File: src/hw/rtl/trp_pkg.sv
`timescale 1ns / 1ps
// ----------------------------------------------------------------------------
// trp_pkg
// shared types, register indexes, status codes and option text for the
// request parser
// ----------------------------------------------------------------------------
package trp_pkg;

    // default limits for the filename and mode strings
    localparam int NAME_MAX_LEN_DEF = 256;
    localparam int MODE_MAX_LEN_DEF = 16;

    // configuration port
    localparam int CFG_IDX_W  = 3;
    localparam int CFG_DATA_W = 32;

    localparam logic [CFG_IDX_W-1:0] REG_TIMEOUT_LOW      = 3'd0;
    localparam logic [CFG_IDX_W-1:0] REG_TIMEOUT_HIGH     = 3'd1;
    localparam logic [CFG_IDX_W-1:0] REG_TIMEOUT_FALLBACK = 3'd2;
    localparam logic [CFG_IDX_W-1:0] REG_BLKSIZE_LOW      = 3'd3;
    localparam logic [CFG_IDX_W-1:0] REG_BLKSIZE_HIGH     = 3'd4;
    localparam logic [CFG_IDX_W-1:0] REG_BLKSIZE_FALLBACK = 3'd5;
    localparam logic [CFG_IDX_W-1:0] REG_TSIZE_HIGH       = 3'd6;

    localparam logic [7:0]  TIMEOUT_LOW_RST      = 8'd1;
    localparam logic [7:0]  TIMEOUT_HIGH_RST     = 8'd255;
    localparam logic [7:0]  TIMEOUT_FALLBACK_RST = 8'd5;
    localparam logic [15:0] BLKSIZE_LOW_RST      = 16'd8;
    localparam logic [15:0] BLKSIZE_HIGH_RST     = 16'd65464;
    localparam logic [15:0] BLKSIZE_FALLBACK_RST = 16'd512;
    localparam logic [31:0] TSIZE_HIGH_RST       = 32'd1;

    // result status
    localparam logic [2:0] ST_OK         = 3'd0;
    localparam logic [2:0] ST_TOO_SHORT  = 3'd1;
    localparam logic [2:0] ST_BAD_OPCODE = 3'd2;
    localparam logic [2:0] ST_BAD_NAME   = 3'd3;
    localparam logic [2:0] ST_BAD_MODE   = 3'd4;
    localparam logic [2:0] ST_BAD_OPTION = 3'd5;

    // request opcodes
    localparam logic [15:0] OPC_RRQ = 16'd1;
    localparam logic [15:0] OPC_WRQ = 16'd2;
    localparam logic [15:0] OPC_SHORT = 16'hFFFF;

    // shortest packet that is not reported as too short
    localparam logic [2:0] MIN_PKT_LEN = 3'd6;

    // option-name length saturates here
    localparam logic [8:0] TOK_SAT = 9'd511;
    // an unfinished option name this long or longer is reported
    localparam logic [8:0] OPT_TAIL_MIN = 9'd3;

    // option selectors
    localparam logic [1:0] OPT_TIMEOUT = 2'd0;
    localparam logic [1:0] OPT_BLKSIZE = 2'd1;
    localparam logic [1:0] OPT_TSIZE   = 2'd2;
    localparam logic [1:0] OPT_NONE    = 2'd3;

    localparam logic [7:0] CHAR_NUL  = 8'h00;
    localparam logic [7:0] CHAR_ZERO = 8'h30;
    localparam logic [7:0] CHAR_NINE = 8'h39;

    typedef struct packed {
        logic [7:0]  timeout_low;
        logic [7:0]  timeout_high;
        logic [7:0]  timeout_fallback;
        logic [15:0] blksize_low;
        logic [15:0] blksize_high;
        logic [15:0] blksize_fallback;
        logic [31:0] tsize_high;
    } cfg_t;

    // commands from the byte parser to the option value unit
    typedef struct packed {
        logic       clear;     // packet done, drop everything
        logic       start;     // a value begins
        logic       digit_en;  // a value byte arrives
        logic       apply;     // value terminated, record it
        logic [1:0] sel;       // option that the value belongs to
        logic [7:0] data;      // the byte itself
    } opt_ctrl_t;

    typedef struct packed {
        logic        has_timeout;
        logic [7:0]  timeout_value;
        logic        has_blksize;
        logic [15:0] blksize_value;
        logic        has_tsize;
        logic [31:0] tsize_value;
    } opt_res_t;

    // result word, last field (status) in the lowest bits
    typedef struct packed {
        logic [3:0]  pad;
        logic [31:0] tsize_value;
        logic        has_tsize;
        logic [15:0] blksize_value;
        logic        has_blksize;
        logic [7:0]  timeout_value;
        logic        has_timeout;
        logic [4:0]  mode_length;
        logic [8:0]  name_length;
        logic [15:0] req_opcode;
        logic [2:0]  status;
    } result_t;

    localparam int RESULT_W = $bits(result_t);

    function automatic logic [2:0] opt_len(input logic [1:0] sel);
        logic [2:0] len;
        begin
            unique case (sel)
                OPT_TIMEOUT: len = 3'd7;
                OPT_BLKSIZE: len = 3'd7;
                OPT_TSIZE:   len = 3'd5;
                default:     len = 3'd0;
            endcase
            return len;
        end
    endfunction

    // character of an option name at a position, names left aligned
    function automatic logic [7:0] opt_char(input logic [1:0] sel, input logic [2:0] pos);
        logic [55:0] txt;
        logic [2:0]  idx;
        begin
            unique case (sel)
                OPT_TIMEOUT: txt = "timeout";
                OPT_BLKSIZE: txt = "blksize";
                OPT_TSIZE:   txt = {"tsize", 16'h0000};
                default:     txt = '0;
            endcase
            idx = 3'd6 - pos;
            if (pos == 3'd7) begin
                return CHAR_NUL;
            end
            return txt[{idx, 3'b000} +: 8];
        end
    endfunction

endpackage

File: src/hw/rtl/trp_opt_unit.sv
`timescale 1ns / 1ps
// ----------------------------------------------------------------------------
// trp_opt_unit
// decimal value accumulator and range check for the recognised options
// ----------------------------------------------------------------------------
module trp_opt_unit (
    input  logic               aclk,
    input  logic               aresetn,
    input  trp_pkg::cfg_t      cfg,
    input  trp_pkg::opt_ctrl_t ctrl,
    output trp_pkg::opt_res_t  res_next
);
    import trp_pkg::*;

    logic [31:0] acc_reg, acc_next;
    logic        bad_reg, bad_next;
    logic        empty_reg, empty_next;
    opt_res_t    res_reg;
    opt_res_t    res_calc;

    logic [35:0] acc_x10;
    logic [35:0] acc_sum;
    logic        is_digit;
    logic        ok;

    // value * 10 + digit, saturating at 32 bits
    assign acc_x10  = {1'b0, acc_reg, 3'b000} + {3'b000, acc_reg, 1'b0};
    assign acc_sum  = acc_x10 + {32'd0, ctrl.data[3:0] - CHAR_ZERO[3:0]};
    assign is_digit = (ctrl.data >= CHAR_ZERO) && (ctrl.data <= CHAR_NINE);
    assign ok       = !bad_reg && !empty_reg;

    always_comb begin
        acc_next   = acc_reg;
        bad_next   = bad_reg;
        empty_next = empty_reg;
        res_calc   = res_reg;
        if (ctrl.start) begin
            acc_next   = '0;
            bad_next   = 1'b0;
            empty_next = 1'b1;
        end
        if (ctrl.digit_en) begin
            empty_next = 1'b0;
            if (is_digit) begin
                acc_next = (acc_sum[35:32] != 4'd0) ? 32'hFFFF_FFFF : acc_sum[31:0];
            end else begin
                bad_next = 1'b1;
            end
        end
        if (ctrl.apply) begin
            unique case (ctrl.sel)
                OPT_TIMEOUT: begin
                    res_calc.has_timeout = 1'b1;
                    res_calc.timeout_value =
                        (ok && acc_reg >= {24'd0, cfg.timeout_low}
                            && acc_reg <= {24'd0, cfg.timeout_high})
                        ? acc_reg[7:0] : cfg.timeout_fallback;
                end
                OPT_BLKSIZE: begin
                    res_calc.has_blksize = 1'b1;
                    res_calc.blksize_value =
                        (ok && acc_reg >= {16'd0, cfg.blksize_low}
                            && acc_reg <= {16'd0, cfg.blksize_high})
                        ? acc_reg[15:0] : cfg.blksize_fallback;
                end
                OPT_TSIZE: begin
                    res_calc.has_tsize = 1'b1;
                    res_calc.tsize_value = (ok && acc_reg <= cfg.tsize_high) ? acc_reg : 32'd0;
                end
                default: begin
                end
            endcase
        end
    end

    assign res_next = res_calc;

    always_ff @(posedge aclk) begin
        if (!aresetn || ctrl.clear) begin
            acc_reg   <= '0;
            bad_reg   <= 1'b0;
            empty_reg <= 1'b1;
            res_reg   <= '0;
        end else begin
            acc_reg   <= acc_next;
            bad_reg   <= bad_next;
            empty_reg <= empty_next;
            res_reg   <= res_calc;
        end
    end

    // an empty value has accumulated nothing
    a_empty_zero : assert property (@(posedge aclk) disable iff (!aresetn)
        empty_reg |-> (acc_reg == 32'd0 && !bad_reg))
        else $error("empty value with nonzero accumulator");

    // a started value is empty in the next cycle; a clear also leaves it empty
    a_start_empty : assert property (@(posedge aclk) disable iff (!aresetn)
        (ctrl.start && !ctrl.digit_en) |=> empty_reg)
        else $error("value start did not empty the accumulator");

endmodule

File: src/hw/rtl/tftp_request_parser.sv
`timescale 1ns / 1ps
// ----------------------------------------------------------------------------
// tftp_request_parser
// byte-serial parser for read/write requests with timeout, blksize and
// tsize options; one result word per packet
// ----------------------------------------------------------------------------
//
//  channel   dir  width  content
//  s_*       in   8+1    packet byte in tdata, final byte flagged by tlast
//  m_*       out  96     one result per packet, issued on its final byte
//  cfg_*     in   3+32   range and fallback register writes
//
//  one byte is taken every clock while the skid register is empty; the parser
//  state is updated in the same cycle as the transfer by a single pass of byte
//  logic; the result of the final byte is registered in the output register,
//  or in the skid register while the output waits, so the skid holds a second
//  result and s_tready only falls while two results wait downstream
//  reset is synchronous and active low; no memory, no clearing pass
//
module tftp_request_parser #(
    parameter int NAME_MAX_LEN = trp_pkg::NAME_MAX_LEN_DEF,
    parameter int MODE_MAX_LEN = trp_pkg::MODE_MAX_LEN_DEF
) (
    input  logic                           aclk,
    input  logic                           aresetn,
    // input stream
    input  logic                           s_tvalid,
    output logic                           s_tready,
    input  logic [7:0]                     s_tdata,   // pkt_byte
    input  logic                           s_tlast,   // pkt_last
    // result stream
    output logic                           m_tvalid,
    input  logic                           m_tready,
    // status, req_opcode, name_length, mode_length, has_timeout,
    // timeout_value, has_blksize, blksize_value, has_tsize, tsize_value, pad
    output logic [trp_pkg::RESULT_W-1:0]   m_tdata,
    // configuration writes
    input  logic                           cfg_wr_en,
    input  logic [trp_pkg::CFG_IDX_W-1:0]  cfg_addr,
    input  logic [trp_pkg::CFG_DATA_W-1:0] cfg_wr_data
);
    import trp_pkg::*;

    // token counter covers the name limit and the option-name saturation
    localparam int NAME_W = $clog2(NAME_MAX_LEN + 1);
    localparam int TOK_W  = (NAME_W > 9) ? NAME_W : 9;
    localparam logic [TOK_W-1:0] NAME_LIM = TOK_W'(NAME_MAX_LEN);
    localparam logic [TOK_W-1:0] MODE_LIM = TOK_W'(MODE_MAX_LEN);
    localparam logic [TOK_W-1:0] TOK_MAX  = TOK_W'(TOK_SAT);
    localparam logic [TOK_W-1:0] TAIL_MIN = TOK_W'(OPT_TAIL_MIN);

    // parse phases
    localparam logic [2:0] PH_OPC  = 3'd0;
    localparam logic [2:0] PH_NAME = 3'd1;
    localparam logic [2:0] PH_MODE = 3'd2;
    localparam logic [2:0] PH_OPTN = 3'd3;
    localparam logic [2:0] PH_OPTV = 3'd4;
    localparam logic [2:0] PH_SKIP = 3'd5;
    localparam logic [2:0] PH_HALT = 3'd6;

    // configuration registers
    cfg_t cfg_reg;

    // parser state
    logic [2:0]       phase_reg, phase_next;
    logic [2:0]       count_reg, count_next;      // bytes seen, saturates at six
    logic [15:0]      opcode_reg, opcode_next;
    logic [TOK_W-1:0] token_reg, token_next;
    logic [2:0]       flags_reg, flags_next;      // option names still matching
    logic [1:0]       cur_opt_reg, cur_opt_next;
    logic [2:0]       err_reg, err_next;
    logic [8:0]       name_len_reg, name_len_next;
    logic [4:0]       mode_len_reg, mode_len_next;

    // output register and skid stage
    logic    m_valid_reg;
    result_t m_data_reg;
    logic    skid_valid_reg;
    result_t skid_data_reg;

    logic      s_xfer;
    logic      pkt_done;
    logic      m_free;
    opt_ctrl_t ctrl;
    opt_res_t  opt_res;
    logic [2:0] status;
    result_t   result;

    assign s_tready = !skid_valid_reg;
    assign s_xfer   = s_tvalid && s_tready;
    assign pkt_done = s_xfer && s_tlast;
    assign m_free   = !m_valid_reg || m_tready;
    assign m_tvalid = m_valid_reg;
    assign m_tdata  = m_data_reg;

    // ---------------------------------------------------------------- config
    always_ff @(posedge aclk) begin
        if (!aresetn) begin
            cfg_reg.timeout_low      <= TIMEOUT_LOW_RST;
            cfg_reg.timeout_high     <= TIMEOUT_HIGH_RST;
            cfg_reg.timeout_fallback <= TIMEOUT_FALLBACK_RST;
            cfg_reg.blksize_low      <= BLKSIZE_LOW_RST;
            cfg_reg.blksize_high     <= BLKSIZE_HIGH_RST;
            cfg_reg.blksize_fallback <= BLKSIZE_FALLBACK_RST;
            cfg_reg.tsize_high       <= TSIZE_HIGH_RST;
        end else if (cfg_wr_en) begin
            unique case (cfg_addr)
                REG_TIMEOUT_LOW:      cfg_reg.timeout_low      <= cfg_wr_data[7:0];
                REG_TIMEOUT_HIGH:     cfg_reg.timeout_high     <= cfg_wr_data[7:0];
                REG_TIMEOUT_FALLBACK: cfg_reg.timeout_fallback <= cfg_wr_data[7:0];
                REG_BLKSIZE_LOW:      cfg_reg.blksize_low      <= cfg_wr_data[15:0];
                REG_BLKSIZE_HIGH:     cfg_reg.blksize_high     <= cfg_wr_data[15:0];
                REG_BLKSIZE_FALLBACK: cfg_reg.blksize_fallback <= cfg_wr_data[15:0];
                REG_TSIZE_HIGH:       cfg_reg.tsize_high       <= cfg_wr_data;
                default: begin
                end
            endcase
        end
    end

    // ------------------------------------------------------------ byte logic
    always_comb begin
        phase_next    = phase_reg;
        count_next    = count_reg;
        opcode_next   = opcode_reg;
        token_next    = token_reg;
        flags_next    = flags_reg;
        cur_opt_next  = cur_opt_reg;
        err_next      = err_reg;
        name_len_next = name_len_reg;
        mode_len_next = mode_len_reg;
        ctrl          = '0;
        ctrl.data     = s_tdata;
        ctrl.sel      = cur_opt_reg;
        ctrl.clear    = pkt_done;
        if (s_xfer) begin
            unique case (phase_reg)
                PH_OPC: begin
                    if (count_reg == 3'd0) begin
                        opcode_next = {s_tdata, 8'h00};
                    end else begin
                        opcode_next = {opcode_reg[15:8], s_tdata};
                        if (opcode_next != OPC_RRQ && opcode_next != OPC_WRQ) begin
                            err_next   = ST_BAD_OPCODE;
                            phase_next = PH_HALT;
                        end else begin
                            phase_next = PH_NAME;
                            token_next = '0;
                        end
                    end
                end
                PH_NAME, PH_MODE: begin
                    if (s_tdata == CHAR_NUL) begin
                        if (phase_reg == PH_NAME) begin
                            name_len_next = token_reg[8:0];
                            phase_next    = PH_MODE;
                        end else begin
                            mode_len_next = token_reg[4:0];
                            phase_next    = PH_OPTN;
                            flags_next    = 3'b111;
                        end
                        token_next = '0;
                    end else begin
                        token_next = token_reg + 1'b1;
                        if (phase_reg == PH_NAME && token_next >= NAME_LIM) begin
                            err_next   = ST_BAD_NAME;
                            phase_next = PH_HALT;
                        end else if (phase_reg == PH_MODE && token_next >= MODE_LIM) begin
                            err_next   = ST_BAD_MODE;
                            phase_next = PH_HALT;
                        end
                    end
                end
                PH_OPTN: begin
                    if (s_tdata == CHAR_NUL) begin
                        // first live name whose length matches wins
                        if (flags_reg[0] && token_reg == TOK_W'(opt_len(OPT_TIMEOUT))) begin
                            cur_opt_next = OPT_TIMEOUT;
                        end else if (flags_reg[1]
                                     && token_reg == TOK_W'(opt_len(OPT_BLKSIZE))) begin
                            cur_opt_next = OPT_BLKSIZE;
                        end else if (flags_reg[2]
                                     && token_reg == TOK_W'(opt_len(OPT_TSIZE))) begin
                            cur_opt_next = OPT_TSIZE;
                        end else begin
                            cur_opt_next = OPT_NONE;
                        end
                        phase_next = (cur_opt_next == OPT_NONE) ? PH_SKIP : PH_OPTV;
                        token_next = '0;
                        ctrl.start = 1'b1;
                    end else begin
                        for (int i = 0; i < 3; i++) begin
                            if (token_reg >= TOK_W'(opt_len(2'(i)))
                                || opt_char(2'(i), token_reg[2:0]) != s_tdata) begin
                                flags_next[i] = 1'b0;
                            end
                        end
                        if (token_reg < TOK_MAX) begin
                            token_next = token_reg + 1'b1;
                        end
                    end
                end
                PH_OPTV: begin
                    if (s_tdata == CHAR_NUL) begin
                        ctrl.apply = 1'b1;
                        phase_next = PH_OPTN;
                        token_next = '0;
                        flags_next = 3'b111;
                    end else begin
                        ctrl.digit_en = 1'b1;
                    end
                end
                PH_SKIP: begin
                    if (s_tdata == CHAR_NUL) begin
                        phase_next = PH_OPTN;
                        token_next = '0;
                        flags_next = 3'b111;
                    end
                end
                default: begin
                    // halted after an error: bytes are dropped
                end
            endcase
            if (count_reg != MIN_PKT_LEN) begin
                count_next = count_reg + 1'b1;
            end
        end
    end

    // option values live in their own unit
    trp_opt_unit u_opt (
        .aclk     (aclk),
        .aresetn  (aresetn),
        .cfg      (cfg_reg),
        .ctrl     (ctrl),
        .res_next (opt_res)
    );

    // ---------------------------------------------------------------- result
    always_comb begin
        priority if (count_next < MIN_PKT_LEN) begin
            status = ST_TOO_SHORT;
        end else if (err_next != ST_OK) begin
            status = err_next;
        end else if (phase_next == PH_NAME) begin
            status = ST_BAD_NAME;
        end else if (phase_next == PH_MODE) begin
            status = ST_BAD_MODE;
        end else if (phase_next == PH_OPTN && token_next >= TAIL_MIN) begin
            status = ST_BAD_OPTION;
        end else begin
            status = ST_OK;
        end
    end

    always_comb begin
        result        = '0;
        result.status = status;
        if (status == ST_TOO_SHORT) begin
            result.req_opcode = OPC_SHORT;
        end else begin
            result.req_opcode = opcode_next;
        end
        if (status == ST_OK) begin
            result.name_length   = name_len_next;
            result.mode_length   = mode_len_next;
            result.has_timeout   = opt_res.has_timeout;
            result.timeout_value = opt_res.has_timeout ? opt_res.timeout_value : 8'd0;
            result.has_blksize   = opt_res.has_blksize;
            // an absent block size reports the fallback
            result.blksize_value = opt_res.has_blksize ? opt_res.blksize_value
                                                       : cfg_reg.blksize_fallback;
            result.has_tsize     = opt_res.has_tsize;
            result.tsize_value   = opt_res.has_tsize ? opt_res.tsize_value : 32'd0;
        end
    end

    // ------------------------------------------------------------ state regs
    always_ff @(posedge aclk) begin
        if (!aresetn || pkt_done) begin
            phase_reg    <= PH_OPC;
            count_reg    <= '0;
            opcode_reg   <= '0;
            token_reg    <= '0;
            flags_reg    <= 3'b111;
            cur_opt_reg  <= OPT_NONE;
            err_reg      <= ST_OK;
            name_len_reg <= '0;
            mode_len_reg <= '0;
        end else begin
            phase_reg    <= phase_next;
            count_reg    <= count_next;
            opcode_reg   <= opcode_next;
            token_reg    <= token_next;
            flags_reg    <= flags_next;
            cur_opt_reg  <= cur_opt_next;
            err_reg      <= err_next;
            name_len_reg <= name_len_next;
            mode_len_reg <= mode_len_next;
        end
    end

    // ------------------------------------------------- output and skid stage
    always_ff @(posedge aclk) begin
        if (!aresetn) begin
            m_valid_reg    <= 1'b0;
            skid_valid_reg <= 1'b0;
        end else if (m_free) begin
            if (skid_valid_reg) begin
                // input is stalled while the skid is full, so no new result
                m_valid_reg    <= 1'b1;
                skid_valid_reg <= 1'b0;
            end else begin
                m_valid_reg <= pkt_done;
            end
        end else if (pkt_done) begin
            skid_valid_reg <= 1'b1;
        end
    end

    always_ff @(posedge aclk) begin
        if (m_free) begin
            if (skid_valid_reg) begin
                m_data_reg <= skid_data_reg;
            end else if (pkt_done) begin
                m_data_reg <= result;
            end
        end else if (pkt_done) begin
            skid_data_reg <= result;
        end
    end

    // ------------------------------------------------------------ assertions
    a_skid_needs_out : assert property (@(posedge aclk) disable iff (!aresetn)
        skid_valid_reg |-> m_valid_reg)
        else $error("skid holds a result while the output register is empty");

    a_done_gives_result : assert property (@(posedge aclk) disable iff (!aresetn)
        pkt_done |=> m_tvalid)
        else $error("final byte transfer produced no result");

    a_done_rewinds : assert property (@(posedge aclk) disable iff (!aresetn)
        pkt_done |=> (phase_reg == PH_OPC && count_reg == 3'd0 && err_reg == ST_OK))
        else $error("parser not rewound after the final byte");

    a_halt_has_error : assert property (@(posedge aclk) disable iff (!aresetn)
        (phase_reg == PH_HALT) |-> (err_reg != ST_OK))
        else $error("halted without an error code");

    a_mode_bounded : assert property (@(posedge aclk) disable iff (!aresetn)
        (phase_reg == PH_MODE) |-> (token_reg < MODE_LIM))
        else $error("mode length passed its limit without an error");

endmodule
File: config.mk
export PLATFORM = sky130hd
export DESIGN_NAME = tftp_request_parser
export DESIGN_NICKNAME = d
export VERILOG_FILES = /design/src/hw/rtl/trp_pkg.sv /design/src/hw/rtl/trp_opt_unit.sv /design/src/hw/rtl/tftp_request_parser.sv
export SDC_FILE = /design/constraint.sdc
export NUM_CORES = 1
export LEC_CHECK = 0
export ABC_AREA = 1
export BUFFER_PORTS_ARGS = -buffer_cell sky130_fd_sc_hd__buf_2
export CAP_MARGIN = 20
export CORE_ASPECT_RATIO = 0.9
export CORE_MARGIN = 3
export CORE_UTILIZATION = 35
export CTS_BUF_LIST = sky130_fd_sc_hd__clkbuf_4
export DETAILED_ROUTE_END_ITERATION = 12
export HOLD_SLACK_MARGIN = 0.15
export PLACE_DENSITY = 0.57
export SYNTH_ARGS = -nofsm -noshare
export SYNTH_HDL_FRONTEND = slang
export SYNTH_HIERARCHICAL = 1
export SYNTH_SLANG_ARGS = --single-unit
File: constraint.sdc
create_clock -name aclk -period 5.17 [get_ports aclk]
set_clock_uncertainty 0.2 [all_clocks]
set_input_delay 0.2585 -clock aclk [delete_from_list [all_inputs] [get_ports aclk]]
set_output_delay 0.2585 -clock aclk [all_outputs]
set_load 0.02 [all_outputs]
==> qor.yml, run 1 <==
outcome:
  status: "completed"
pwr:
  vdd_ir_drop_max_mv: 0.125
  p_per_area_nw_per_um2: 260
  finalPower_mw: 7.49
  leakage_nw: 14.1
sta:
  slew_headroom_pct: 38.3
  final-hold-violation-count: 0
  worst_slew_pin_slew_ps: 923
  slew_viol_final: 0
  rsz0062_at_grt: "no"
  tns_ps: 0
  setup_viol: 0
  period_needed_ps: 4720
  fmax_mhz: 212
  fin_crit_sh_pct: 91.3
logic_synthesis:
  avgSynthCellArea_sq_um: 7.48
  synth_warnings: 6
  synth_edf_count: 184
  netlist_instances: 3232
  synth_top_area_share_pct: 22.8
  synth-main-ff-cell: "dfxtp_1"
  ys_ff_latch: 436
  synth_area_sq_um: 24200
  synth_cell_types: 56
  async_flop_share_pct: 0
  synth_area_leaders: "edfxtp_1, dfxtp_1, nand2_1"
  ys_seq_area_share_pct: 43.7
  yosysTopAreaCell: "edfxtp_1"
floorplan:
  die_y_microns: 255
  die_w_microns: 283
  dieArea_sq_um: 72300
  core_area_sq_um: 67700
  start_util_pct: 35.7
  rows: 90
  ios: 147
clocking:
  cts.path.max_buffers: 3
  cts.clk_slew.worst_paths_ps: 60
  cts_buffers: 119
  cts_tree: "built"
  clock_latency_ps: 910
  htree_levels: 3
  cts_setup_buffers: 0
  cts_root_buffer: "clkbuf_4"
  cts_sinks: 436
routing:
  drt-total-wl_microns: 70100
  first_pass_iters: 6
  vias_per_cell: 4.75
  drc: 0
  antenna_left: 0
  dr.first_iter.drc_count: 1543
  vias: 21700
  routedWlPerCell_microns: 15.3
cells_and_area:
  nFillCells: 7011
  areaGrowthSynthToFinish_pct: 19.2
  largest_reg_flops: 104
  multiInputGateArea_sq_um: 11400
  final_cell_mix: "nand2_1, inv_1, nor2_1"
  drive_gt1_share_pct: 13.0
  fin_nets: 3749
  final_common_cell: "nand2_1"
  seqCellArea_sq_um: 10600
flow_run:
  max_cap_viol_count: 0
grt:
  antenna_found_initial: 3
  grt_usage_pct: 18.9
  grt_max_degree: 87
  grt_overflow: 0
  grt_pass1_wl_microns: 111000
  grt_pass1_vias: 20300
setup_path:
  cp.arrival_ps: 5140
  endpoint_kind: "register"
  required_ps: 5590
  path_class: "primary input to register"
  path_max_fanout: 34
  crit_path_start_kind: "primary input"
placed_design:
  dp_hpwl_microns: 47800
  gp_congestion: 0.884
  io_buffers: 142
min_path:
  hp-class: "register to register"
-- repair_timing --
| item | CTS | global route |
|---|---|---|
| hold endpoints to repair | 334 | 0 |
| gates resized for setup | 0 | 1 |
| setup endpoints to repair | 0 | 32 |
| hold buffers | 144 | 0 |
-- power by group --
part | internal, mW | switching [mW] | leakage (nW) | total, mW
clock | 1.76 | 1.49 | 0.970 | 3.25
sequential | 3.65 | 0.0353 | 3.91 | 3.68
combinational | 0.193 | 0.369 | 9.21 | 0.562
total | 5.60 | 1.89 | 14.1 | 7.49
-- cells by family after synthesis --
kind of cell,share of synthesized area [%]
and+or+nand+nor,27.9
muxes,0.0879
other,0.0155
AOI/OAI and AO/OA,9.53
DFF,43.7
buffers and inverters,9.48
xor gates and xnor gates,1.19
adders and majority gates,8.13
-- area by class of cell --
cell class,count,area share (%)
multi-input cells,2222,39.4
inverters,449,5.84
diodes,3,0.0260
clock buffers,196,5.10
repair buffers,316,8.42
flip-flops and latches,436,36.7
clock inverters,26,0.542
well taps,920,3.99
-- critical path, stage by stage --
cell and delay, ps:
dlygate4sd3_1 540, buf_2 150, nor2_2 90, dlygate4sd3_1 580, nand2_2 130, nor2_8 130, dlygate4sd3_1 730, inv_2 150
nor2_1 210, inv_1 110, nor3_2 160, buf_4 270, clkinv_1 500, nand2_2 650, o21ai_0 250, nand4_1 140
nand2_1 60
-- final timing paths --
check        cells after the start  slack [ps]         start     endpoint
max                             17         450    s_tdata[6]  m_tdata[58]
min reg2reg                      2         260   cfg_reg[55]  cfg_reg[55]
min                              2         260   cfg_reg[55]  cfg_reg[55]
max reg2reg                     21        1060  token_reg[0]  m_tdata[35]
-- stage by stage --
step | hold WS (ps) | instances | setup slack [ps] | area (sq um) | util (%)
finish | 257 | 4568 | 449 | 28800 | 42.6
global route | 228 | 4568 | 137 | 28800 | 42.6
CTS | 152 | 4563 | 203 | 28800 | 42.5
detailed placement | 243 | 4197 | 1040 | 25700 | 38.0
global placement | 239 | 4197 | 1190 | 25700 | 38.0
floorplan | 160 | 3235 | 983 | 24200 | -
-- cell usage after synthesis (3+ instances only) --
| library cell | count |
|---|---|
| xor2_1 | 24 |
| nand2_2 | 31 |
| o211ai_1 | 6 |
| buf_2 | 23 |
| clkbuf_1 | 84 |
| nand4_1 | 92 |
| a21oi_2 | 3 |
| buf_1 | 6 |
| o21ai_0 | 173 |
| ha_1 | 154 |
| o21ai_2 | 21 |
| nand2_1 | 850 |
| dfxtp_1 | 252 |
| nor3_1 | 22 |
| nor2_1 | 410 |
| nand3b_1 | 5 |
| a21oi_1 | 195 |
| buf_6 | 11 |
| nand3_1 | 162 |
| o21bai_1 | 5 |
| nor2_2 | 9 |
| xnor2_1 | 9 |
| buf_4 | 4 |
| o31ai_1 | 4 |
| inv_1 | 436 |
| nand3_2 | 3 |
| o22ai_1 | 3 |
| inv_2 | 11 |
| edfxtp_1 | 184 |
-- metal layers --
metal | wire, microns | global-route usage, % | vias to the layer above
li1 | - | - | 11100
met2 | 31700 | 30.5 | 542
met3 | 3730 | 3.36 | 131
met4 | 1680 | 5.57 | 0
met1 | 33000 | 25.9 | 9888
met5 | 0 | 0 | -
(Power assumes the default switching activity.)
==> inputs of run 2 (changes only) <==
--- a/config.mk
+++ b/config.mk
@@ -14,7 +14,7 @@
 export CTS_BUF_LIST = sky130_fd_sc_hd__clkbuf_4
 export DETAILED_ROUTE_END_ITERATION = 12
 export HOLD_SLACK_MARGIN = 0.15
-export PLACE_DENSITY = 0.57
+export PLACE_DENSITY = 0.55
 export SYNTH_ARGS = -nofsm -noshare
 export SYNTH_HDL_FRONTEND = slang
 export SYNTH_HIERARCHICAL = 1
==> constraint.sdc (replaced) <==
create_clock -name aclk -period 5.7 [get_ports aclk]
set_clock_uncertainty 0.2 [all_clocks]
set_input_delay 0.285 -clock aclk [delete_from_list [all_inputs] [get_ports aclk]]
set_output_delay 0.285 -clock aclk [all_outputs]
set_load 0.02 [all_outputs]
==> run 2 against run 1 <==
Clock power is 6.8% lower. Die area is the same. Sequential share of layout area barely moved. First-iteration DRC count rose by 4.3%. Critical endpoint is now m_tdata[57]. Critical path type unchanged. Global-route usage increased by 0.68 points. Combinational power decreased by 8.2%. Highest routed layer unchanged. Critical path depth unchanged. Routed wire length increased by 1.8%. Cell area barely moved. Register-to-register slack improved by 400 ps. Via count fell by 0.30%. Flip-flop and latch count unchanged.
==> qor.yml, run 2 (same netlist as run 1, synthesis figures left out) <==
routing:
  dr.first_iter.drc_count: 1610  # +4.3%
  drc: 0  # unchanged
  first_pass_iters: 6  # unchanged
  vias_per_cell: 4.73  # -0.39%
  antenna_left: 0  # unchanged
  drt-total-wl_microns: 71400  # +1.8%
  routedWlPerCell_microns: 15.6  # +1.7%
  vias: 21600  # -0.30%
placed_design:
  dp_hpwl_microns: 48200  # +0.81%
  place_area_sq_um: 25700  # about the same
  gp_congestion: 0.897  # +1.5%
  io_buffers: 142  # unchanged
cells_and_area:
  nFillCells: 7032  # +0.30%
  final_common_cell: "nand2_1"
  design_area_sq_um: 28800  # about the same
  largest_reg_flops: 104  # unchanged
  drive_gt1_share_pct: 13.1  # +0.048 points
  seqCellArea_sq_um: 10600  # unchanged
  fin_nets: 3753  # +0.11%
  final_cell_mix: "nand2_1, inv_1, nor2_1"
  multiInputGateArea_sq_um: 11400  # about the same
  final_util_pct: 42.6  # about the same
  areaGrowthSynthToFinish_pct: 19.2  # about the same
sta:
  fin_crit_sh_pct: 88.7
  fmax_mhz: 198
  slew_headroom_pct: 23.8  # -14 points
  rsz0062_at_grt: "no"
  setup_viol: 0  # unchanged
  tns_ps: 0  # unchanged
  worst_slew_pin_slew_ps: 1140  # +221 ps
  slew_viol_final: 0  # unchanged
  period_needed_ps: 5060
  final-hold-violation-count: 0  # unchanged
pwr:
  finalPower_mw: 6.88  # -8.1%
  p_per_area_nw_per_um2: 239  # -8.1%
  vdd_ir_drop_max_mv: 0.157  # +26%
  leakage_nw: 14.1  # -0.19%
grt:
  antenna_found_initial: 2  # -1
  grt_overflow: 0  # unchanged
  grt_max_degree: 102  # +17%
  grt_usage_pct: 19.6  # +0.68 points
  grt_pass1_wl_microns: 114000  # +2.2%
  grt_pass1_vias: 20700  # +1.8%
outcome:
  status: "completed"
clocking:
  cts_sinks: 436  # unchanged
  cts_tree: "built"
  cts.clk_slew.worst_paths_ps: 60  # about the same
  htree_levels: 4  # +1
  cts_setup_buffers: 0  # unchanged
  cts_resized: 0  # unchanged
  cts_buffers: 130  # +9.2%
  clock_latency_ps: 960  # +50 ps
  cts.path.max_buffers: 3  # unchanged
  cts_root_buffer: "clkbuf_4"
floorplan:
  rows: 90  # unchanged
  die_w_microns: 283  # unchanged
  core_area_sq_um: 67700  # unchanged
  dieArea_sq_um: 72300  # unchanged
  start_util_pct: 35.7  # unchanged
  ios: 147  # unchanged
  die_y_microns: 255  # unchanged
setup_path:
  path_max_fanout: 34  # unchanged
  endpoint_kind: "register"
  path_class: "primary input to register"
  required_ps: 6200  # +610 ps
  crit_path_start_kind: "primary input"
  cp.arrival_ps: 5560  # +420 ps
flow_run:
  max_cap_viol_count: 0  # unchanged
min_path:
  hp-class: "register to register"
## run 2: changes by cell type in the layout (fill, tap and decap cells not counted), moves of 2 or more
cell	previous run	this run
inv_2	11	16
buf_4	27	23
dlygate4sd3_1	144	140
clkinv_1	21	24
clkinv_4	1	4
clkinvlp_4	1	3
diode_2	3	5
inv_6	2	0
## run 2: worst paths after layout
check / from / end / slack, ps / cells past startpoint
max reg2reg: token_reg[0] / flags_reg[2] / 1460 / 14
max: s_tdata[4] / m_tdata[57] / 640 / 17
min reg2reg: cfg_reg[63] / cfg_reg[63] / 260 / 2
min: cfg_reg[63] / cfg_reg[63] / 260 / 2
## run 2: routing by layer
metal  GRT usage (%)  wire length [microns]  vias up
met1            26.3                  33200     9750
met3            4.35                   4210      137
met4            7.45                   1990        0
li1                -                      -    11100
met2            30.8                  32000      592
met5               0                      0        -
## run 2: through the flow
stage	instances	hold slack, ps	worst slack, ps
floorplan	3235	187	116
global placement	4193	239	1660
detailed placement	4195	243	1610
CTS	4566	151	835
global route	4572	209	325
finish	4572	257	643
## run 2: timing repair
action	in CTS	in global routing
endpoints found under the setup margin	0	0
hold buffers	140	0
endpoints found under the hold margin	337	0
## run 2: worst max-delay path: stages
cell           delay [ps]
dlygate4sd3_1         550
buf_2                 160
nor2_1                120
nand2_2                70
dlygate4sd3_1         660
nor2_8                150
dlygate4sd3_1         730
inv_2                 150
nor2_1                210
inv_1                 100
nor3_2                110
buf_4                 250
clkinv_1              490
nand2_1               970
o21ai_0               300
nand4_1               160
nand2_1                70
## run 2: layout make-up
cell class                 instances  share of cell area, %
tap                              920                   3.99
clock buffer                     196                   5.10
inverter                         449                   5.85
sequential                       436                   36.7
antenna                            5                 0.0434
timing repair buffer             309                   8.28
multi-input combinational       2222                   39.4
clock inverter                    35                  0.655
## run 2: where the power goes
part | switching (mW) | leakage, nW | total, mW | internal (mW)
Sequential | 0.0314 | 3.91 | 3.34 | 3.31
Combinational | 0.340 | 9.16 | 0.516 | 0.176
Clock | 1.41 | 0.989 | 3.03 | 1.62
Total | 1.78 | 14.1 | 6.88 | 5.10
==> inputs of run 3 (changes only) <==
--- a/config.mk
+++ b/config.mk
@@ -9,7 +9,6 @@
 export BUFFER_PORTS_ARGS = -buffer_cell sky130_fd_sc_hd__buf_2
 export CAP_MARGIN = 20
 export CORE_ASPECT_RATIO = 0.9
-export CORE_MARGIN = 3
 export CORE_UTILIZATION = 35
 export CTS_BUF_LIST = sky130_fd_sc_hd__clkbuf_4
 export DETAILED_ROUTE_END_ITERATION = 12
==> run 3 against run 2 <==
Sequential power is essentially flat. Via count grew 0.23%. Combinational power is essentially flat. Total power grew 0.17%. Final cell count grew 0.39%. Global-route usage grew 0.71 points. First-iteration DRC count shrank 7.4%. Die area shrank 3.0%. Cell area grew 0.45%. Core utilization shrank 0.28 points. Clock power is essentially flat. Critical path depth is the same. Critical path type is now register to register. Critical endpoint is now flags_reg[2]. Highest routed layer unchanged.
==> qor.yml, run 3 (same netlist as run 1, synthesis figures left out) <==
routing:
  vias: 21700  # +0.23%
  antenna_left: 0  # unchanged
  first_pass_iters: 5  # -1
  drc: 0  # unchanged
  dr.first_iter.drc_count: 1491  # -7.4%
  drt-total-wl_microns: 71700  # +0.42%
  vias_per_cell: 4.72  # -0.17%
  routedWlPerCell_microns: 15.6  # about the same
setup_path:
  rr_endpoint: "flags_reg[2]"
  reg2reg_from: "token_reg[0]"
  required_ps: 6370  # +170 ps
  crit_top_cell: "dlygate4sd3_1"
  crit_path_start_kind: "register"
  path_cells: "ha_1 > ha_1 > nor2_1 > inv_1 > nor2_1 > nor2_1 > inv_1 > o22ai_1 > a221oi_1 > dlygate4sd3_1 > nand2_1 > dlygate4sd3_1 > o31ai_1 > dlygate4sd3_1 > nand2_1 > nand2_1 > dlygate4sd3_1"
  slowest_stage: "dlygate4sd3_1"
  crit_buf_inv: 6  # -2
  path_max_fanout: 14  # -59%
  cpPeakStageDelay_ps: 600  # -370 ps
  reg2reg_depth: 17  # +3
  reg2reg_slack_ps: 720  # -740 ps
  critPathTopFamily: "buffers and inverters"
  path_class: "register to register"
  endpoint_kind: "register"
  cp.arrival_ps: 5650  # +90 ps
floorplan:
  core_area_sq_um: 68400  # +1.1%
  ios: 147  # unchanged
  start_util_pct: 35.3  # -0.39 points
  rows: 91  # +1.1%
  die_y_microns: 251  # -1.6%
  die_w_microns: 279  # -1.4%
  dieArea_sq_um: 70200  # -3.0%
cells_and_area:
  drive_gt1_share_pct: 12.9  # -0.17 points
  largest_reg_flops: 104  # unchanged
  multiInputGateArea_sq_um: 11400  # unchanged
  final_util_pct: 42.3  # -0.28 points
  fin_nets: 3755  # +0.053%
  seqCellArea_sq_um: 10600  # unchanged
  nFillCells: 7158  # +1.8%
  final_cell_mix: "nand2_1, inv_1, nor2_1"
  final_common_cell: "nand2_1"
  areaGrowthSynthToFinish_pct: 19.7
clocking:
  cts_tree: "built"
  cts_root_buffer: "clkbuf_4"
  cts_setup_buffers: 0  # unchanged
  cts.path.max_buffers: 3  # unchanged
  htree_levels: 3  # -1
  cts_buffers: 120  # -7.7%
  cts.clk_slew.worst_paths_ps: 70  # about the same
  cts_sinks: 436  # unchanged
  clock_latency_ps: 960  # about the same
placed_design:
  dp_hpwl_microns: 47600  # -1.3%
  io_buffers: 142  # unchanged
  gp_congestion: 0.890  # -0.77%
  dp_slack_ps: 867  # -743 ps
sta:
  holdWs_ps: 256  # -0.837 ps
  slew_headroom_pct: 30.1  # +6.3 points
  finalWorstSetupSlack_ps: 723  # +80.2 ps
  period_needed_ps: 4980  # -80.2 ps
  tns_ps: 0  # unchanged
  fin_crit_sh_pct: 87.3  # -1.4 points
  final-hold-violation-count: 0  # unchanged
  setup_viol: 0  # unchanged
  fmax_mhz: 201  # +1.6%
  worst_slew_pin_slew_ps: 1050  # -94.1 ps
  rsz0062_at_grt: "no"
  slew_viol_final: 0  # unchanged
min_path:
  whs_endpoint: "u_opt/res_reg[58]"
  hold_depth: 2  # unchanged
  hp-class: "register to register"
  hold_path.startpoint: "u_opt/res_reg[58]"
pwr:
  p_per_area_nw_per_um2: 238  # -0.28%
  leakage_nw: 14.1  # +0.13%
  finalPower_mw: 6.89  # +0.17%
  vdd_ir_drop_max_mv: 0.131  # -17%
grt:
  antenna_found_initial: 2  # unchanged
  grt_pass1_wl_microns: 113000  # -0.59%
  grt_pass1_vias: 20500  # -0.69%
  grt_usage_pct: 20.3  # +0.71 points
  grt_max_degree: 81  # -21%
  grt_overflow: 0  # unchanged
flow_run:
  max_cap_viol_count: 0  # unchanged
outcome:
  status: "completed"
run 3: worst max path at each step:
| stage | start | endpoint | slack, ps | cells after the start |
|---|---|---|---|---|
| after floorplan | skid_valid_reg | skid_data_reg[0] | 120 | 7 |
| after global placement | skid_valid_reg | m_tdata[58] | 990 | 13 |
| after detailed placement | skid_valid_reg | m_tdata[58] | 870 | 13 |
| after CTS | s_tdata[6] | m_tdata[58] | 760 | 17 |
| after global routing | token_reg[0] | flags_reg[2] | 430 | 17 |
| final | token_reg[0] | flags_reg[2] | 720 | 17 |
run 3: per-stage QoR:
stage,instance area (sq um),std cells
2_1_floorplan,24200,3235
3_3_place_gp,25700,4202
3_5_place_dp,25700,4204
4_1_cts,28900,4584
5_1_grt,29000,4590
6_report,29000,4590
run 3: cell type report:
cell class                      instances  share of cell area [%]
Antenna cell                            5                  0.0432
Sequential cell                       436                    36.5
Tap cell                              930                    4.02
Clock buffer                          192                    4.98
Multi-Input combinational cell       2222                    39.2
Clock inverter                         35                   0.778
Inverter                              449                    5.82
Timing Repair Buffer                  321                    8.62
run 3: metal layers:
layer  vias to the layer above  global-route usage (%)  wire, microns
met5                         -                       0              0
met4                         0                    6.47           1650
met3                       111                    3.35           3530
met2                       527                    32.7          32400
met1                      9860                    27.6          34100
li1                      11200                       -              -
run 3: tightest hold or removal path, cell delays in order (launching register included):
cell     delay, ps
dfxtp_1        300
inv_1           60
a21oi_1         60
run 3: power by group:
part	internal, mW	total (mW)	switching, mW	leakage [nW]
Clock	1.63	3.04	1.41	0.992
Combinational	0.176	0.514	0.338	9.18
Sequential	3.31	3.34	0.0329	3.91
Total	5.11	6.89	1.79	14.1
run 3: repair_timing:
| action | in CTS | in global routing |
|---|---|---|
| resized for setup | 0 | 0 |
| endpoints found under the hold margin | 336 | 0 |
| hold buffers | 153 | 0 |
